File: config.mk
export PLATFORM = sky130hd
export DESIGN_NAME = texc_front
export DESIGN_NICKNAME = d
export VERILOG_FILES = /design/src/sv/texc_pkg.sv /design/src/sv/texc_front.sv
export SDC_FILE = /design/constraint.sdc
export NUM_CORES = 1
export LEC_CHECK = 0
export BUFFER_PORTS_ARGS = -buffer_cell sky130_fd_sc_hd__buf_2
export CORE_ASPECT_RATIO = 1.1
export CORE_UTILIZATION = 29
export CTS_CLUSTER_DIAMETER = 30
export DETAILED_ROUTE_END_ITERATION = 16
export PLACE_DENSITY_LB_ADDON = 0.15
export RECOVER_POWER = 50
export SYNTH_ARGS = -nofsm -noshare
export SYNTH_HDL_FRONTEND = slang
export SYNTH_SLANG_ARGS = --single-unit
File: constraint.sdc
create_clock -name clock -period 15.3 [get_ports clock]
set_input_delay 1.53 -clock clock [delete_from_list [all_inputs] [get_ports clock]]
set_output_delay 1.53 -clock clock [all_outputs]
set_load 0.005 [all_outputs]
File: src/sv/texc_pkg.sv
`timescale 1ns / 1ps

package texc_pkg;

   localparam int CAPACITY_DEF = 32;
   localparam int KEY_BITS_DEF = 32;

   localparam int TOTAL_W = 36;
   localparam int BYTES_W = 31;

   localparam logic [TOTAL_W-1:0] MAX_BYTES_RST = 36'd67108864;
   localparam logic [BYTES_W-1:0] BYTES_MAX     = 31'h7FFF_FFFF;

   typedef enum logic [1:0] {
      ACT_PUT    = 2'd0,
      ACT_GET    = 2'd1,
      ACT_REMOVE = 2'd2,
      ACT_CLEAR  = 2'd3
   } action_type;

   typedef enum logic [1:0] {
      ST_OK         = 2'd0,
      ST_NOT_FOUND  = 2'd1,
      ST_BAD_FORMAT = 2'd2
   } status_type;

   localparam logic KIND_FINAL  = 1'b0;
   localparam logic KIND_REPORT = 1'b1;

   localparam logic [2:0] PK_LUM8      = 3'd0;
   localparam logic [2:0] PK_LUMALPHA8 = 3'd1;
   localparam logic [2:0] PK_RGB8      = 3'd2;
   localparam logic [2:0] PK_RGBA8     = 3'd3;
   localparam logic [2:0] PK_RGBA5551  = 3'd4;
   localparam logic [2:0] PK_RGB565    = 3'd5;

   // bytes per pixel; zero marks an unsupported format
   function automatic logic [2:0] bytes_per_pixel(input logic [2:0] kind);
      logic [2:0] bpp;
      case (kind)
         PK_LUM8:      bpp = 3'd1;
         PK_LUMALPHA8: bpp = 3'd2;
         PK_RGB8:      bpp = 3'd3;
         PK_RGBA8:     bpp = 3'd4;
         PK_RGBA5551:  bpp = 3'd2;
         PK_RGB565:    bpp = 3'd2;
         default:      bpp = 3'd0;
      endcase
      return bpp;
   endfunction

   // queue handshake between front and back
   typedef struct packed {
      logic full;
      logic empty;
   } q_status_type;

endpackage

File: src/sv/texc_front.sv
`timescale 1ns / 1ps

module texc_front #(
   parameter int KEY_BITS = texc_pkg::KEY_BITS_DEF
) (
   input  logic                   clock,
   input  logic                   reset,
   input  logic                   req_valid,
   output logic                   req_stall,
   input  logic [1:0]             req_action,
   input  logic [31:0]            req_key,
   input  logic [31:0]            req_entry_handle,
   input  logic [15:0]            req_entry_hints,
   input  logic [2:0]             req_pixel_kind,
   input  logic [14:0]            req_tex_width,
   input  logic [14:0]            req_tex_height,
   output logic                   q_push,
   output logic [KEY_BITS+81:0]   q_item,
   input  texc_pkg::q_status_type q_status
);

   typedef struct packed {
      logic [1:0]                     action;
      logic                           bad_fmt;
      logic [KEY_BITS-1:0]            key;
      logic [31:0]                    handle;
      logic [15:0]                    hints;
      logic [texc_pkg::BYTES_W-1:0]   bytes;
   } item_type;

   logic                s1_valid_ff, s1_valid_in;
   item_type            s1_item_ff, s1_item_in;
   logic [29:0]         s1_wh_ff, s1_wh_in;
   logic [2:0]          s1_bpp_ff, s1_bpp_in;
   logic [KEY_BITS-1:0] key_int;
   logic                load;
   logic [32:0]         prod;
   item_type            out_item;

   generate
      if (KEY_BITS >= 32) begin : g_key_wide
         assign key_int = KEY_BITS'(req_key);
      end else begin : g_key_narrow
         assign key_int = req_key[KEY_BITS-1:0];
      end
   endgenerate

   assign req_stall = s1_valid_ff && q_status.full;
   assign q_push    = s1_valid_ff && !q_status.full;
   assign load      = req_valid && !req_stall;

   always_comb begin
      s1_bpp_in          = texc_pkg::bytes_per_pixel(req_pixel_kind);
      s1_wh_in           = 30'(req_tex_width) * 30'(req_tex_height);
      s1_item_in.action  = req_action;
      s1_item_in.bad_fmt = (s1_bpp_in == 3'd0);
      s1_item_in.key     = key_int;
      s1_item_in.handle  = req_entry_handle;
      s1_item_in.hints   = req_entry_hints;
      s1_item_in.bytes   = '0;
      s1_valid_in        = load ? 1'b1 : (q_push ? 1'b0 : s1_valid_ff);
   end

   // second multiply, saturated to the 31-bit entry size
   always_comb begin
      prod           = 33'(s1_bpp_ff) * 33'(s1_wh_ff);
      out_item       = s1_item_ff;
      out_item.bytes = (prod > 33'(texc_pkg::BYTES_MAX)) ? texc_pkg::BYTES_MAX
                                                          : prod[30:0];
   end

   assign q_item = out_item;

   always_ff @(posedge clock) begin
      if (load) begin
         s1_item_ff <= s1_item_in;
         s1_wh_ff   <= s1_wh_in;
         s1_bpp_ff  <= s1_bpp_in;
      end
      if (reset) begin
         s1_valid_ff <= 1'b0;
      end else begin
         s1_valid_ff <= s1_valid_in;
      end
   end

endmodule

== After elaboration in Yosys (flattened, before gate mapping) ==
Cells that the tools add are included.

* Add/sub/neg operators: 0
* Multiply operators: 2
* Div/mod/pow operators: 0
* Magnitude comparators: 1
* Equality and inequality tests: 5
* Shift-type cells: 0
* Multiplexer cells: 4
* Bitwise gates (word level): 0
* Reduce and logical (&&, ||, !) cells: 9

{| class="wikitable"
|+ Operator list
! cell !! count
|-
| 33-bit by 31-bit > comparator with 1-bit output (second input constant) || 1
|-
| 3-bit by 30-bit multiplier with 33-bit output || 1
|-
| 31-bit two-way mux || 1
|-
| 15-bit by 15-bit multiplier with 30-bit output || 1
|-
| 3-bit case mux with 4 select lines || 1
|-
| 3-bit by 2-bit == test with 1-bit output (second input constant) || 2
|-
| 3-bit == test (second input constant) || 2
|-
| 3-bit zero test || 2
|-
| 3-bit by 1-bit == test with 1-bit output (second input constant) || 1
|-
| 1-bit logical AND || 3
|-
| 3-bit OR reduction || 1
|-
| 1-bit zero test || 2
|-
| 1-bit two-way mux || 2
|-
| 2-bit nonzero test || 1
|}

* Register bits: 117
* Bits in latches: 0
* RAM bits: 0
* Bits in read-only memories: 0
* Bits of input ports: 120
* Output and inout port bits: 116
* Word-level logic and storage cells: 29
* Memories: 0

== Logic depth before layout (Yosys ltp) ==
* Depth after elaboration: 4
* Depth in mapped cells: 23
* Depth with buffers taken out: 22

== Worst setup path after synthesis ==
OpenSTA, ideal clock, no wires.

* Path kind: input to register
* Start point: input q_status[1] (netlist name)
* End point: register s1_item_ff (netlist bit q_item[100]) (enable)
* Setup time: 0.606 ns
* Data arrival time: 6.858 ns
* Data required time: 14.694 ns
* Path slack: 7.836 ns
* Stages: 2
* Buffers on the path: 0
* Cell sequence: and2_1 -> nor2b_1

* Longest elaborated chain between the ends: 3

{| class="wikitable"
|+ RTL lines
! what !! line !! text
|-
| from (decl) || texc_front.sv:19 || <nowiki>input texc_pkg::q_status_type q_status</nowiki>
|-
| 1-bit logical AND || texc_front.sv:48 || <nowiki>assign req_stall = s1_valid_ff && q_status.full;</nowiki>
|-
| 1-bit zero test || texc_front.sv:50 || <nowiki>assign load = req_valid && !req_stall;</nowiki>
|-
| 1-bit logical AND || texc_front.sv:50 ||
|-
| via load || texc_front.sv:36 || <nowiki>logic load;</nowiki>
|-
| to (signal assigned) || texc_front.sv:76 || <nowiki>s1_item_ff <= s1_item_in;</nowiki>
|-
| to (decl) || texc_front.sv:32 || <nowiki>item_type s1_item_ff, s1_item_in;</nowiki>
|}

The timed path passes the listed nets, and every way through them passes these cells.
A chain may end at the register's enable or synchronous reset.

== Worst setup path after layout ==
* Start point: input req_tex_width[13]
* End point: register s1_wh_ff[28], data pin

* Longest elaborated chain between the ends: 1

{| class="wikitable"
|+ RTL lines
! what !! line !! text
|-
| from (decl) || texc_front.sv:15 || <nowiki>input logic [14:0] req_tex_width,</nowiki>
|-
| 15-bit by 15-bit multiplier with 30-bit output || texc_front.sv:54 || <nowiki>s1_wh_in = 30'(req_tex_width) * 30'(req_tex_height);</nowiki>
|-
| via s1_wh_in[28] || texc_front.sv:33 || <nowiki>logic [29:0] s1_wh_ff, s1_wh_in;</nowiki>
|-
| to (signal assigned) || texc_front.sv:77 || <nowiki>s1_wh_ff <= s1_wh_in;</nowiki>
|-
| to (decl) || texc_front.sv:33 ||
|}

The timed path passes the listed nets, and every way through them passes these cells.

==> run metrics <==
final worst path period need 7.44 ns; 1st-iter DRT viols 394; critical-path maximum fanout 15; total power 3.40 mW; initial standard-cell utilization of the core 29.6%; register area share after synthesis 25.2%; average wire per standard cell 15.1 µm; cells after synthesis 1408; DRC errors left 0; DR vias 10100; clock sinks 117; outcome finished with violations; netlist area before placement 13900 µm²; TritonCTS clock tree done; cell at the root of the clock tree sky130_fd_sc_hd__clkbuf_16; Worst Reg2Reg Path Length in Cells 3; Critical Path RT 15.47 ns; critical path startpoint category input pin; Worst Setup End Kind flop; number of nets at the end of the flow 2059; # diodes 0; Hold Path Stages 3; total core area 46900 µm²; via count of the first global-routing pass 10300; Max Slew Vio Count 46; setup bufs post-CTS 0; area growth from synthesis to final layout 16.8%; maximum number of pins on one net before global-route repair 72; failing checks max-capacitance violations, max-slew violations; clock buffer count from CTS 17; overall die area 48700 µm²; maximum level of the CTS H-tree 4; share of synthesized flip-flops with an asynchronous set or reset 0%; uppermost layer routed met4; setup_tns 0 ns; top area cells in the synthesized netlist sky130_fd_sc_hd__fa_1 28%, sky130_fd_sc_hd__edfxtp_1 25%, sky130_fd_sc_hd__ha_1 11%; number of unique standard cell types used by synthesis 55; Max IR drop VDD 0.116 mV; total length of routed met3 wires 1390 µm; Min-Delay Path Class flop to flop; Hold Fails Final Rpt 0; layout cells sized above 1 15.8%; first-pass GRT wire length 54800 µm; die width 211 µm; die extent in y 231 µm; detailed-placement wirelength estimate 27500 µm; total number of placement rows 83; setup repair after global routing missed its margin false; Routed WL 34300 µm; net count after synthesis 1850; reported leakage power 7.91 nW; post-synth top area share 28.3%; worst slew margin relative to its limit -61.3%; WL met1 16700 µm; synthesis warning total 0; Worst Max-Slew Pin Slew 2.42 ns; clock slew seen by the registers of the worst setup and hold paths 0.06 ns; portion of the clock cycle consumed by the worst path in the final layout 48.6%; Layout Cells excl Fill 2267; Pwr per Cell Area 210 nW/µm²; worst slack, placed 7.45 ns; total instance count after detailed placement 2235; flop and latch count out of synthesis 117; Primary FF master, synth sky130_fd_sc_hd__edfxtp_1; total grt overflow 0; CTS resizes 0; critical path data arrival time 7.61 ns; Finish-stage setup viols 0; placer's final routability congestion estimate 0.777; number of buffers added to fix hold violations after cts 0; number of I/O pins 236; Final Skew 0.00878 ns; Initial DRT Pass Iterations 4; FMAX 134 MHz; source-to-sink clock delay at the later pin of the worst-skew pair 0.43 ns; worst-case setup margin in the final layout 7.86 ns; post-route antenna net violation count 0; WS Path Type input pin to flop; layout filler cell count 4944; average via count per standard cell 4.44; Avg Inst Size Synth 9.86 µm²; total length of routed met2 wires 15700 µm; cell taking the most area after synthesis sky130_fd_sc_hd__fa_1; Clock Path Buffers 2; initial antenna violation count 0; gr usage total 14.3%; count of port buffers added during placement 234; number of flops mapped to enable cells by yosys 116; MaxCap Viol Count 1
critical path, stage by stage:
cell,delay [ns]
sky130_fd_sc_hd__buf_2,0.22
sky130_fd_sc_hd__and2_1,0.23
sky130_fd_sc_hd__fa_1,0.55
sky130_fd_sc_hd__inv_1,0.06
sky130_fd_sc_hd__fa_1,0.53
sky130_fd_sc_hd__inv_1,0.05
sky130_fd_sc_hd__fa_1,0.48
sky130_fd_sc_hd__fa_1,0.51
sky130_fd_sc_hd__fa_1,0.49
sky130_fd_sc_hd__inv_1,0.05
sky130_fd_sc_hd__fa_1,0.51
sky130_fd_sc_hd__inv_1,0.06
sky130_fd_sc_hd__ha_1,0.34
sky130_fd_sc_hd__a211oi_1,0.29
sky130_fd_sc_hd__o21ai_0,0.15
sky130_fd_sc_hd__a221oi_1,0.39
sky130_fd_sc_hd__o221ai_1,0.26
sky130_fd_sc_hd__o21ai_0,0.45
sky130_fd_sc_hd__o211ai_1,0.17
sky130_fd_sc_hd__a21oi_1,0.19
sky130_fd_sc_hd__xnor2_1,0.08
registers in the layout, indices dropped and copies added (netlist names):
signal       flops
s1_bpp_ff        3
s1_wh_ff        30
q_item          83
s1_valid_ff      1
cell usage after synthesis (3+ instances only):
master,count
sky130_fd_sc_hd__o21bai_1,12
sky130_fd_sc_hd__o21a_1,7
sky130_fd_sc_hd__o211ai_1,3
sky130_fd_sc_hd__nand4_1,5
sky130_fd_sc_hd__a211oi_1,15
sky130_fd_sc_hd__a311oi_1,4
sky130_fd_sc_hd__o21ai_0,55
sky130_fd_sc_hd__and2_1,136
sky130_fd_sc_hd__nor3b_1,5
sky130_fd_sc_hd__xor2_1,15
sky130_fd_sc_hd__a31oi_1,3
sky130_fd_sc_hd__nor2b_1,7
sky130_fd_sc_hd__a21o_1,27
sky130_fd_sc_hd__or2_2,4
sky130_fd_sc_hd__o22ai_1,6
sky130_fd_sc_hd__clkbuf_1,46
sky130_fd_sc_hd__fa_1,196
sky130_fd_sc_hd__and3_1,7
sky130_fd_sc_hd__ha_1,126
sky130_fd_sc_hd__nor2_1,28
sky130_fd_sc_hd__inv_1,275
sky130_fd_sc_hd__nand2_1,199
sky130_fd_sc_hd__xnor2_1,30
sky130_fd_sc_hd__edfxtp_1,116
sky130_fd_sc_hd__o31ai_1,3
sky130_fd_sc_hd__nand3_1,13
sky130_fd_sc_hd__a21oi_1,31
cells in the final DEF (no fill, tap or decap), types with 17 or more instances in the layout:
cell type and n:
sky130_fd_sc_hd__inv_1 275, sky130_fd_sc_hd__buf_2 209, sky130_fd_sc_hd__nand2_1 199, sky130_fd_sc_hd__fa_1 196
sky130_fd_sc_hd__and2_1 133, sky130_fd_sc_hd__ha_1 126, sky130_fd_sc_hd__edfxtp_1 116, sky130_fd_sc_hd__o21ai_0 55
sky130_fd_sc_hd__a21oi_1 31, sky130_fd_sc_hd__xnor2_1 30, sky130_fd_sc_hd__nor2_1 28, sky130_fd_sc_hd__a21o_1 27
sky130_fd_sc_hd__clkbuf_1 27, sky130_fd_sc_hd__clkbuf_16 17
worst paths after layout:
kind,from,slack (ns),to
setup reg to reg,s1_valid_ff,12.47,q_item[34]
setup / recovery,req_tex_width[13],7.86,s1_wh_ff[28]
hold reg to reg,s1_valid_ff,0.71,s1_valid_ff
hold / removal,s1_valid_ff,0.71,s1_valid_ff
power breakdown:
part | internal, mW | total (mW) | switching (mW)
sequential | 0.509 | 0.540 | 0.0310
combinational | 1.10 | 2.51 | 1.40
clock | 0.207 | 0.353 | 0.146
total | 1.82 | 3.40 | 1.58
per-stage QoR:
step | utilization, % | hold WS [ns] | instance area, µm²
after detailed placement | 33.5 | 0.660 | 15700
after global routing | 34.5 | 0.744 | 16200
after floorplan | - | 0.591 | 13900
after global placement | 33.5 | 0.656 | 15700
after CTS | 34.6 | 0.670 | 16200
final | 34.5 | 0.706 | 16200
cell families (layout without fill, tap and decap cells):
family | Yosys count | count (layout) | synth area share, %
AOI/OAI and AO/OA | 185 | 185 | 8.90
xor gates and xnor gates | 45 | 45 | 2.84
adders and majority gates | 322 | 322 | 39.6
buffers and inverters | 325 | 547 | 8.84
DFF | 117 | 117 | 25.2
and+or+nand+nor | 414 | 414 | 14.5
area by class of cell:
cell class	count	area (µm²)	share of cell area [%]
multi-input cells	966	9160	56.5
clock inverters	14	108	0.664
inverters	275	1030	6.37
flip-flops and latches	117	3500	21.6
clock buffers	18	429	2.65
repair buffers	240	1180	7.29
well taps	637	797	4.92
metal layers:
layer  track usage, %  vias up
met1             19.8     4921
li1                 -     4882
met4             4.57        0
met2             23.1      237
met3             1.76       27
met5                0        -
(Power assumes the default switching activity.)
