### config.mk
export PLATFORM = sky130hd
export DESIGN_NAME = texc_fifo
export DESIGN_NICKNAME = d
export VERILOG_FILES = /design/src/sv/texc_pkg.sv /design/src/sv/texc_fifo.sv
export SDC_FILE = /design/constraint.sdc
export NUM_CORES = 1
export LEC_CHECK = 0
export BUFFER_PORTS_ARGS = -buffer_cell sky130_fd_sc_hd__buf_2
export CORE_ASPECT_RATIO = 1.4
export CORE_MARGIN = 8
export CORE_UTILIZATION = 29
export CTS_CLUSTER_DIAMETER = 50
export DETAILED_ROUTE_END_ITERATION = 12
export PLACE_DENSITY = 0.51
export REMOVE_ABC_BUFFERS = 1
export SLEW_MARGIN = 25
export SYNTH_ARGS = -nofsm -noshare
export SYNTH_HDL_FRONTEND = slang
export SYNTH_SLANG_ARGS = --single-unit
export TNS_END_PERCENT = 100
### constraint.sdc
create_clock -name clock -period 1.1 [get_ports clock]
set_input_delay 0.165 -clock clock [delete_from_list [all_inputs] [get_ports clock]]
set_output_delay 0.165 -clock clock [all_outputs]
set_load 0.1 [all_outputs]
### src/sv/texc_pkg.sv
`timescale 1ns / 1ps

package texc_pkg;

   localparam int CAPACITY_DEF = 32;
   localparam int KEY_BITS_DEF = 32;

   localparam int TOTAL_W = 36;
   localparam int BYTES_W = 31;

   localparam logic [TOTAL_W-1:0] MAX_BYTES_RST = 36'd67108864;
   localparam logic [BYTES_W-1:0] BYTES_MAX     = 31'h7FFF_FFFF;

   typedef enum logic [1:0] {
      ACT_PUT    = 2'd0,
      ACT_GET    = 2'd1,
      ACT_REMOVE = 2'd2,
      ACT_CLEAR  = 2'd3
   } action_type;

   typedef enum logic [1:0] {
      ST_OK         = 2'd0,
      ST_NOT_FOUND  = 2'd1,
      ST_BAD_FORMAT = 2'd2
   } status_type;

   localparam logic KIND_FINAL  = 1'b0;
   localparam logic KIND_REPORT = 1'b1;

   localparam logic [2:0] PK_LUM8      = 3'd0;
   localparam logic [2:0] PK_LUMALPHA8 = 3'd1;
   localparam logic [2:0] PK_RGB8      = 3'd2;
   localparam logic [2:0] PK_RGBA8     = 3'd3;
   localparam logic [2:0] PK_RGBA5551  = 3'd4;
   localparam logic [2:0] PK_RGB565    = 3'd5;

   // bytes per pixel; zero marks an unsupported format
   function automatic logic [2:0] bytes_per_pixel(input logic [2:0] kind);
      logic [2:0] bpp;
      case (kind)
         PK_LUM8:      bpp = 3'd1;
         PK_LUMALPHA8: bpp = 3'd2;
         PK_RGB8:      bpp = 3'd3;
         PK_RGBA8:     bpp = 3'd4;
         PK_RGBA5551:  bpp = 3'd2;
         PK_RGB565:    bpp = 3'd2;
         default:      bpp = 3'd0;
      endcase
      return bpp;
   endfunction

   // queue handshake between front and back
   typedef struct packed {
      logic full;
      logic empty;
   } q_status_type;

endpackage

### src/sv/texc_fifo.sv
`timescale 1ns / 1ps

module texc_fifo #(
   parameter int WIDTH = 8
) (
   input  logic                    clock,
   input  logic                    reset,
   input  logic                    push,
   input  logic [WIDTH-1:0]        push_data,
   input  logic                    pop,
   output logic [WIDTH-1:0]        pop_data,
   output texc_pkg::q_status_type  status
);

   logic [WIDTH-1:0] slot_ff [2];
   logic             wr_ptr_ff, wr_ptr_in;
   logic             rd_ptr_ff, rd_ptr_in;
   logic [1:0]       fill_ff, fill_in;

   always_comb begin
      wr_ptr_in = push ? ~wr_ptr_ff : wr_ptr_ff;
      rd_ptr_in = pop ? ~rd_ptr_ff : rd_ptr_ff;
      fill_in   = fill_ff + 2'(push) - 2'(pop);
   end

   assign pop_data     = slot_ff[rd_ptr_ff];
   assign status.full  = (fill_ff == 2'd2);
   assign status.empty = (fill_ff == 2'd0);

   always_ff @(posedge clock) begin
      if (push) begin
         slot_ff[wr_ptr_ff] <= push_data;
      end
      if (reset) begin
         wr_ptr_ff <= 1'b0;
         rd_ptr_ff <= 1'b0;
         fill_ff   <= 2'd0;
      end else begin
         wr_ptr_ff <= wr_ptr_in;
         rd_ptr_ff <= rd_ptr_in;
         fill_ff   <= fill_in;
      end
   end

endmodule

# Yosys cells after proc, flatten, opt, wreduce, memory -nomap -nowiden
# Memory sizes are Yosys's and may differ from the RTL's. A register that Yosys moved wholly into a read port is not among the register bits.
# Index checks and enable logic that the tools add are counted.
totals:
  input_bits: 12
  wordCells: 14
  register_bits: 4
  mem_bits_rw: 16
  n_memories: 1
op_classes:
  eq_ne: 1
  reduce_logical: 1
  add_sub_neg: 2
  bitwise: 2
  n_mux: 4
mem_list:
  columns: ["memory", "words", "width", "read_ports", "rd_ports_with_merged_regs", "wr", "line", "source"]
  rows:
  - ["slot_ff", 2, 8, 1, 1, 1, "texc_fifo.sv:15", "logic [WIDTH-1:0] slot_ff [2];"]
op_table:
  columns: ["operator", "n"]
  rows:
  - ["$mux 1", 4]
  - ["$add 2x1->2", 1]
  - ["$eq 2x2->1 const B", 1]
  - ["$logic_not 2->1", 1]
  - ["$not 1->1", 2]
  - ["$sub 2x1->2", 1]

# Depth between registers and ports, before layout
# Gate-level depths: netlist of the first run.
depth:
  ltp_word: 3
  ltp_mapped: 6

# Worst setup path after synthesis of the first run
# OpenSTA, ideal clock, no wires.
synth_path:
  kind: "register to output"
  start: "register fill_ff[1]"
  end: "output port status[1] in the netlist's numbering"
  path_slack_ns: -0.771
  required_ns: 0.935
  t_arrival_ns: 1.706
  path_stages_with_launch: 2
  cell_sequence: "dfxtp_1 -> nor2b_1"
synth_rtl:
  columns: ["item", "line", "source"]
  rows:
  - ["from (decl)", "texc_fifo.sv:18", "logic [1:0] fill_ff, fill_in;"]
  - ["from (signal assigned)", "texc_fifo.sv:41", "fill_ff <= fill_in;"]
  - ["to (decl)", "texc_fifo.sv:12", "output texc_pkg::q_status_type status"]

==> out/summary.txt, run 1 <==
worst path bufs/invs: 2
sequential area share after synthesis: 0.733
count of cell types in the netlist: 11
met2 usage: 0.109
final setup vio count: 12
Final nets: 90
Design Power: 2260 uW
Initial Utilization: 0.303
Buffers on Ports: 21
warnings from Yosys: 0
worst hold stages: 1
htree depth: 1
Root Driver: clkbuf_4
Post-CTS Setup Inserts: 0
crit-path max cell delay: 0.35 ns
most frequent cells in the layout: edfxtp_1, buf_12, buf_2
Design Area, Final: 0.00125 mm^2
share of layout cells above drive strength 1: 0.613
Worst slew margin: 0.883
outcome: finished with violations
most used routing layer: met2
number of I/O pins: 22
Clock Tree Buf Depth: 2
Skew-Pair Late Insertion Delay: 0.29 ns
Storage cell area: 584 um^2
FF-to-FF End: fill_ff[1]
M3 GR Usage: 0.0314
Total Neg Setup Slack: -2.90 ns
largest net degree at the start of global routing: 12
failing checks: negative setup slack
initial antenna violation count: 0
Die Span X: 60.2 um
n_diodes: 0
syn_area_per_cell: 17.2 um^2
area grow syn2layout: 58.3%
Pins Over Slew Limit: 0
Worst Path Required: 0.94 ns
dpl ws: -0.149 ns
WL/cell: 12.9 um
unrepaired setup endpoints after global routing: true
worst r2r path cells: 6
top fanout value on the critical path: 8
number of global-route vias before repair: 506
Post-Syn Area: 792 um^2
WP data arrival: 1.26 ns
Min Clock Period, post-route: 1.43 ns
core area: 0.00262 mm^2
Pre-antenna DRT Iters: 3
initial DRC count: 7
Slowest-stage cell, CP: dfxtp_2
via/cell ratio: 4.07
Routed Antenna Nets: 0
Slew @ Worst Pin: 0.174 ns
CP cell instances: buf_12 -> mux2_4 -> buf_12
Post-Syn Instances: 46
clock sink total: 21
leak pwr: 0.000500 uW
clock-pin slew on the worst setup and hold paths: 0.10 ns
routability congestion estimate: 0.610
delay-heaviest family, CP: flip-flops
CTS tree: yes
CTS Hold Buffers Added: 0
Fillers: 242
Die Area: 0.00468 mm^2
class of the worst hold path: in2reg
PnR worst setup slack: -0.330 ns
crit path launch type: register
highest clock rate: 699 MHz
Clock Skew: 0.00454 ns
Top cell by count, worst path: buf_12
end of the critical path: pop_data[2]
first-pass GRT wire length: 2300 um
Setup CP Type: reg2out
Stages on worst setup path: 3
Pwr per Cell Area: 1800 mW/mm^2
GRT Overall Usage: 0.0656
Num CTS Buffers: 3
commonest non-fill, non-tap cell in the layout: edfxtp_1
Crit. End Element: primary output
Yosys reg bits: 21
max-cap viol count: 0
Die Span Y: 77.8 um
vias post-DR: 452
DR DRC count: 0
worst vdd ir: 1.02 mV
reg2reg setup slack: -0.06 ns
final period utilization: 1.30
Placed Instance Area: 0.00103 mm^2
fin util: 0.479
worst r2r src: fill_ff[0]
final hold violations: 0
met1 usage: 0.0663
Rows: 22
area occupied by multi-input gates: 269 um^2
Overflow after GRT: 0
Routed WL: 1430 um
[final cells by class]
type,count,share of cell area
flip-flops and latches,21,0.466
multi-input cells,22,0.215
inverters,2,0.00599
repair buffers,26,0.256
well taps,36,0.0359
clock buffers,4,0.0210
[through the flow]
step           std cells  hold slack [ns]
3_3_place_gp         107            0.355
6_report             111           0.0605
2_1_floorplan         45            0.237
3_5_place_dp         107            0.360
5_1_grt              111           0.0379
4_1_cts              111           0.0518
[worst reg2reg max path: stages (launching register included)]
cell     delay (ns)
dfxtp_2        0.37
inv_2          0.05
ha_4           0.25
inv_2          0.03
ha_4           0.14
xnor3_1        0.18
nor2_1         0.04
[synthesized netlist by cell type]
library cell	count	area, um^2
and2_1	1	6.26
nor2_1	5	18.8
xnor2_1	2	17.5
inv_1	2	7.51
mux2_2	8	90.1
nor2b_1	3	18.8
dfxtp_1	5	100
xnor3_1	1	22.5
ha_1	2	25.0
edfxtp_1	16	480
buf_2	1	5.00
[state kept, by name (all words and copies together), names as in the netlist, named ones only]
| name | flops |
|---|---|
| slot_ff | 16 |
| rd_ptr_ff | 1 |
| fill_ff | 2 |
| wr_ptr_ff | 1 |
[repair_timing]
item | CTS | global route
gates resized for setup | 53 | 0
pin swaps | 2 | 1
setup endpoints to repair | 12 | 12
cloned | 0 | 0
[report_power, final]
group | internal, uW | total [uW] | switching, uW | leakage, uW
clock | 141 | 339 | 198 | 0.0000150
sequential | 926 | 965 | 39.5 | 0.000193
combinational | 398 | 954 | 556 | 0.000292
[cell families (layout without fill, tap and decap cells)]
family	after synthesis	count (layout)	synth area share
muxes	8	8	0.114
buffers and inverters	3	32	0.0158
DFF	21	21	0.733
adders and majority gates	2	2	0.0316
and+or+nand+nor	9	9	0.0553
xor gates and xnor gates	3	3	0.0506
[metal layers]
layer  wire length [um]  share of wire  up-vias
li1                   -              -      223
met1                558           0.39      211
met2                741           0.52       16
met3                121          0.085        2
met4                  7         0.0049        0
met5                  0              0        -
[how the worst min path moves through the flow]
| stage | startpoint | to | slack (ns) |
|---|---|---|---|
| detailed placement | push_data[0] | slot_ff[1][0] | 0.36 |
| floorplan | reset | fill_ff[0] | 0.24 |
| finish | push_data[2] | slot_ff[1][2] | 0.06 |
| CTS | push_data[7] | slot_ff[1][7] | 0.05 |
| global placement | push_data[6] | slot_ff[0][6] | 0.35 |
| global route | push_data[7] | slot_ff[0][7] | 0.04 |
No activity file was read; power rests on OpenSTA's default activity.
==> inputs of run 2 (changes only) <==
CORE_UTILIZATION = 43   (was 29)
CTS_BUF_LIST = sky130_fd_sc_hd__clkbuf_8 sky130_fd_sc_hd__clkbuf_16   (was not set)
PLACE_DENSITY = 0.7   (was 0.51)
==> out/summary.txt, run 2 (synthesized netlist as in run 1, its figures left out) <==
worst vdd ir: 1.24 mV (+22%)
Setup CP Type: reg2out
PnR worst setup slack: -0.276 ns (+0.0539 ns)
share of layout cells above drive strength 1: 0.623 (+0.0100)
dpl hpwl: 1060 um
class of the worst hold path: in2reg
Slew @ Worst Pin: 0.193 ns (+0.0192 ns)
max FFs per register: 16 (unchanged)
Clock Skew: 0.00246 ns (-0.00209 ns)
WP data arrival: 1.21 ns (-0.05 ns)
crit path launch type: register
final period utilization: 1.25 (-0.0490)
Routed Antenna Nets: 0 (unchanged)
n_diodes: 0 (unchanged)
htree depth: 1 (unchanged)
most frequent cells in the layout: edfxtp_1, buf_2, buf_12
Pins Over Slew Limit: 0 (unchanged)
highest clock rate: 727 MHz (+3.9%)
Overflow after GRT: 0 (unchanged)
Most flops, register: slot_ff
Min Clock Period, post-route: 1.38 ns (-0.0539 ns)
dpl cells: 93 (-13%)
commonest non-fill, non-tap cell in the layout: edfxtp_1
final setup vio count: 11 (-1)
Routed WL: 1440 um (+0.63%)
first-pass GRT wire length: 2360 um (+2.7%)
Die Span X: 52.3 um (-13%)
max-cap viol count: 0 (unchanged)
fin util: 0.712 (+0.232)
Skew-Pair Late Insertion Delay: 0.26 ns (-0.03 ns)
largest net degree at the start of global routing: 12 (unchanged)
Initial Utilization: 0.451 (+0.148)
DR DRC count: 0 (unchanged)
Largest regs: slot_ff x16, fill_ff x2
Final nets: 92 (+2.2%)
Die Span Y: 66.8 um (-14%)
Buffers on Ports: 21 (unchanged)
core area: 0.00176 mm^2 (-33%)
routability congestion estimate: 0.633 (+3.8%)
via/cell ratio: 4.76 (+17%)
Num CTS Buffers: 3 (unchanged)
top fanout value on the critical path: 4 (-4)
area grow syn2layout: 57.8%
CTS tree: yes
final hold violations: 0 (unchanged)
Non-Filler Instances: 97 (-13%)
clock sink total: 21 (unchanged)
number of global-route vias before repair: 523 (+3.4%)
number of I/O pins: 22 (unchanged)
GRT Overall Usage: 0.0938 (+0.0282)
Worst Path Required: 0.94 ns (about the same)
outcome: finished with violations
leak pwr: 0.000517 uW (+3.5%)
unrepaired setup endpoints after global routing: true
Root Driver: clkbuf_8
Hold WS: 0.0921 ns (+0.0316 ns)
Rows: 18 (-18%)
vias post-DR: 462 (+2.2%)
failing checks: negative setup slack
Post-CTS Setup Inserts: 0 (unchanged)
clock-pin slew on the worst setup and hold paths: 0.07 ns (-0.03 ns)
Design Area, Final: 0.00125 mm^2 (-0.30%)
initial antenna violation count: 0 (unchanged)
Worst slew margin: 0.870 (-0.0129)
Clock Tree Buf Depth: 2 (unchanged)
Pwr per Cell Area: 1910 mW/mm^2 (+6.1%)
Placed Instance Area: 0.00112 mm^2 (+8.7%)
Die Area: 0.00349 mm^2 (-25%)
Crit. End Element: primary output
initial DRC count: 5 (-2)
Pre-antenna DRT Iters: 2 (-1)
WL/cell: 14.8 um (+15%)
CTS Hold Buffers Added: 0 (unchanged)
## run 2: final timing paths
kind              cells after the start            end  slack [ns]         start
setup / recovery                      3    pop_data[2]       -0.28      register
hold / removal                        1  slot_ff[0][5]        0.09  push_data[5]
setup reg to reg                      6     fill_ff[1]       -0.03    fill_ff[0]
hold reg to reg                       2      rd_ptr_ff        0.53     rd_ptr_ff
## run 2: where the power goes
group          switching [uW]  internal [uW]
sequential               37.8            926
clock                     227            248
combinational             554            394
total                     819           1570
## run 2: timing repair
item                                    in CTS  in global routing
pin swaps                                    2                  1
resized for setup                           23                  0
endpoints found under the setup margin      12                 12
## run 2: final cells by class
type / instances / area (um^2)
inverters: 2 / 7.51
repair buffers: 28 / 319
flip-flops and latches: 21 / 584
fillers: 124 / 507
clock buffers: 3 / 41.3
multi-input cells: 22 / 269
well taps: 20 / 25.0
clock inverters: 1 / 3.75
## run 2: critical path, cell delays in order, from the launching register on
cell	delay [ns]
dfxtp_2	0.34
buf_6	0.13
mux2_4	0.32
buf_12	0.17
## run 2: through the flow
| stage | total power, uW | setup TNS, ns | setup WS [ns] |
|---|---|---|---|
| finish | 2390 | -2.30 | -0.276 |
| global route | 2480 | -2.70 | -0.306 |
| CTS | 2420 | -2.43 | -0.285 |
| detailed placement | 1840 | -0.472 | -0.0693 |
| global placement | 1830 | -0.340 | -0.0492 |
| floorplan | 1500 | -2.26 | -0.771 |
## run 2: routing by layer
layer | routed length (um) | share of wire | track usage
met5 | 0 | 0 | 0
met4 | 35 | 0.024 | 0.0584
met3 | 114 | 0.079 | 0.0468
met2 | 701 | 0.49 | 0.145
met1 | 586 | 0.41 | 0.0991
==> inputs of run 3 (changes only) <==
PLACE_DENSITY = 0.68   (was 0.7)
clock period = 1.4 ns   (was 1.1 ns; I/O delays follow)
==> out/summary.txt, run 3 (synthesized netlist as in run 1, its figures left out) <==
routability congestion estimate: 0.655 (+3.4%)
worst r2r src: fill_ff[0]
Sw Ratio: 0.344 (+0.000511)
DR DRC count: 0 (unchanged)
htree depth: 1 (unchanged)
reg2reg setup slack: 0.20 ns (+0.23 ns)
Min Clock Period, post-route: 1.42 ns
number of I/O pins: 22 (unchanged)
initial DRC count: 8 (+3)
Net Sw Power: 603 uW (-26%)
worst r2r path cells: 6 (unchanged)
CTS Hold Buffers Added: 0 (unchanged)
Setup CP Type: reg2out
crit path launch type: register
max-cap viol count: 0 (unchanged)
Overflow after GRT: 0 (unchanged)
Worst Path Required: 1.19 ns (+0.25 ns)
Crit. End Element: primary output
clock-pin slew on the worst setup and hold paths: 0.07 ns (about the same)
crit-path max cell delay: 0.44 ns (+0.10 ns)
area grow syn2layout: 43.8%
Fillers: 135 (+8.9%)
worst hold stages: 1 (unchanged)
Rows: 18 (unchanged)
core area: 0.00176 mm^2 (unchanged)
clock power share: 0.208 (+0.009)
final hold violations: 0 (unchanged)
Final nets: 86 (-6.5%)
Slew @ Worst Pin: 0.486 ns (+0.293 ns)
Non-Filler Instances: 91 (-6.2%)
GRT Overall Usage: 0.0854 (-0.00841)
Largest regs: slot_ff x16, fill_ff x2
worst vdd ir: 0.985 mV (-21%)
class of the worst hold path: in2reg
n_diodes: 0 (unchanged)
Clock Skew: 0.00405 ns (+0.00160 ns)
internal power: 1150 uW (-27%)
final period utilization: 1.01
Die Area: 0.00349 mm^2 (unchanged)
initial antenna violation count: 0 (unchanged)
Root Driver: clkbuf_8
Placed Instance Area: 0.00106 mm^2 (-5.4%)
dpl cells: 87 (-6.5%)
Pre-antenna DRT Iters: 4 (+2)
Worst Hold End: slot_ff[1][5]
commonest non-fill, non-tap cell in the layout: edfxtp_1
Skew-Pair Late Insertion Delay: 0.25 ns (about the same)
top fanout value on the critical path: 8 (+4)
final setup vio count: 8 (-3)
Pins Over Slew Limit: 0 (unchanged)
Pwr per Cell Area: 1540 mW/mm^2 (-19%)
Storage cell area: 584 um^2 (unchanged)
unrepaired setup endpoints after global routing: true
sequential share of power: 0.432 (+0.028)
share of layout cells above drive strength 1: 0.479 (-0.145)
number of global-route vias before repair: 473 (-9.6%)
dpl hpwl: 914 um (-13%)
Num CTS Buffers: 3 (unchanged)
first-pass GRT wire length: 2130 um (-9.9%)
Slowest-stage cell, CP: dfxtp_4
Routed WL: 1300 um (-9.7%)
CTS tree: yes
outcome: finished with violations
area occupied by multi-input gates: 229 um^2 (-15%)
CP cell instances: mux2_4 -> buf_12
vias post-DR: 443 (-4.1%)
combinational power share: 0.360 (-0.037)
FF-to-FF End: fill_ff[1]
Hold Startpoint: push_data[5]
leak pwr: 0.000474 uW (-8.4%)
Buffers on Ports: 21 (unchanged)
Die Span Y: 66.8 um (unchanged)
largest net degree at the start of global routing: 12 (unchanged)
Most flops, register: slot_ff
PnR worst setup slack: -0.0196 ns (+0.256 ns)
Worst slew margin: 0.679 (-0.192)
WP data arrival: 1.21 ns (about the same)
Routed Antenna Nets: 0 (unchanged)
Clock Tree Buf Depth: 2 (unchanged)
Initial Utilization: 0.451 (unchanged)
Design Area, Final: 0.00114 mm^2 (-8.9%)
via/cell ratio: 4.87 (+2.2%)
clock sink total: 21 (unchanged)
failing checks: negative setup slack
highest clock rate: 704 MHz
WL/cell: 14.3 um (-3.8%)
most frequent cells in the layout: edfxtp_1, buf_2, buf_12
Die Span X: 52.3 um (unchanged)
max FFs per register: 16 (unchanged)
-- run 3: worst max path at each step --
stage,from,end,cells after the start
5_1_grt,register,pop_data[4],2
3_5_place_dp,register,pop_data[0],2
2_1_floorplan,fill_ff[1],status[1],1
4_1_cts,register,pop_data[5],2
6_report,register,pop_data[4],2
3_3_place_gp,register,pop_data[0],2
-- run 3: layer usage --
metal	share of wire	track usage	vias up
met4	0.025	0.0584	0
met5	0	0	-
met1	0.39	0.0914	206
li1	-	-	216
met3	0.092	0.0379	5
met2	0.49	0.131	16
-- run 3: final cells by class --
cell class | instances | area share
Clock buffer | 3 | 0.0363
Clock inverter | 1 | 0.00330
Inverter | 2 | 0.00659
Multi-Input combinational cell | 22 | 0.201
Sequential cell | 21 | 0.513
Tap cell | 20 | 0.0220
Timing Repair Buffer | 22 | 0.218
-- run 3: timing repair --
item / 4_1_cts / 5_1_grt
endpoints found under the setup margin: 8 / 8
setup buffers: 0 / 0
gates resized for setup: 3 / 7
-- run 3: power by group through the flow --
stage / Sequential (uW) / Combinational [uW] / Clock [uW]
finish: 759 / 632 / 365
global route: 766 / 657 / 406
CTS: 755 / 624 / 375
detailed placement: 767 / 620 / 0
global placement: 763 / 615 / 0
floorplan: 759 / 422 / 0
-- run 3: per-stage QoR --
stage                     TNS [ns]  hold slack [ns]  power [uW]   util  setup WS (ns)
after floorplan             -0.906            0.282        1180      -         -0.516
after global placement           0            0.399        1380  0.603         0.0951
after detailed placement         0            0.401        1390  0.603         0.0930
after CTS                   -0.230            0.136        1750  0.633        -0.0362
after global routing        -0.343            0.135        1830  0.648        -0.0528
final                      -0.0564            0.142        1760  0.648        -0.0196
-- run 3: worst max-delay path: cells and delay by family (launching register included) --
kind | cells | cell delay [ns]
buffers and inverters | 1 | 0.17
DFF | 1 | 0.44
muxes | 1 | 0.34
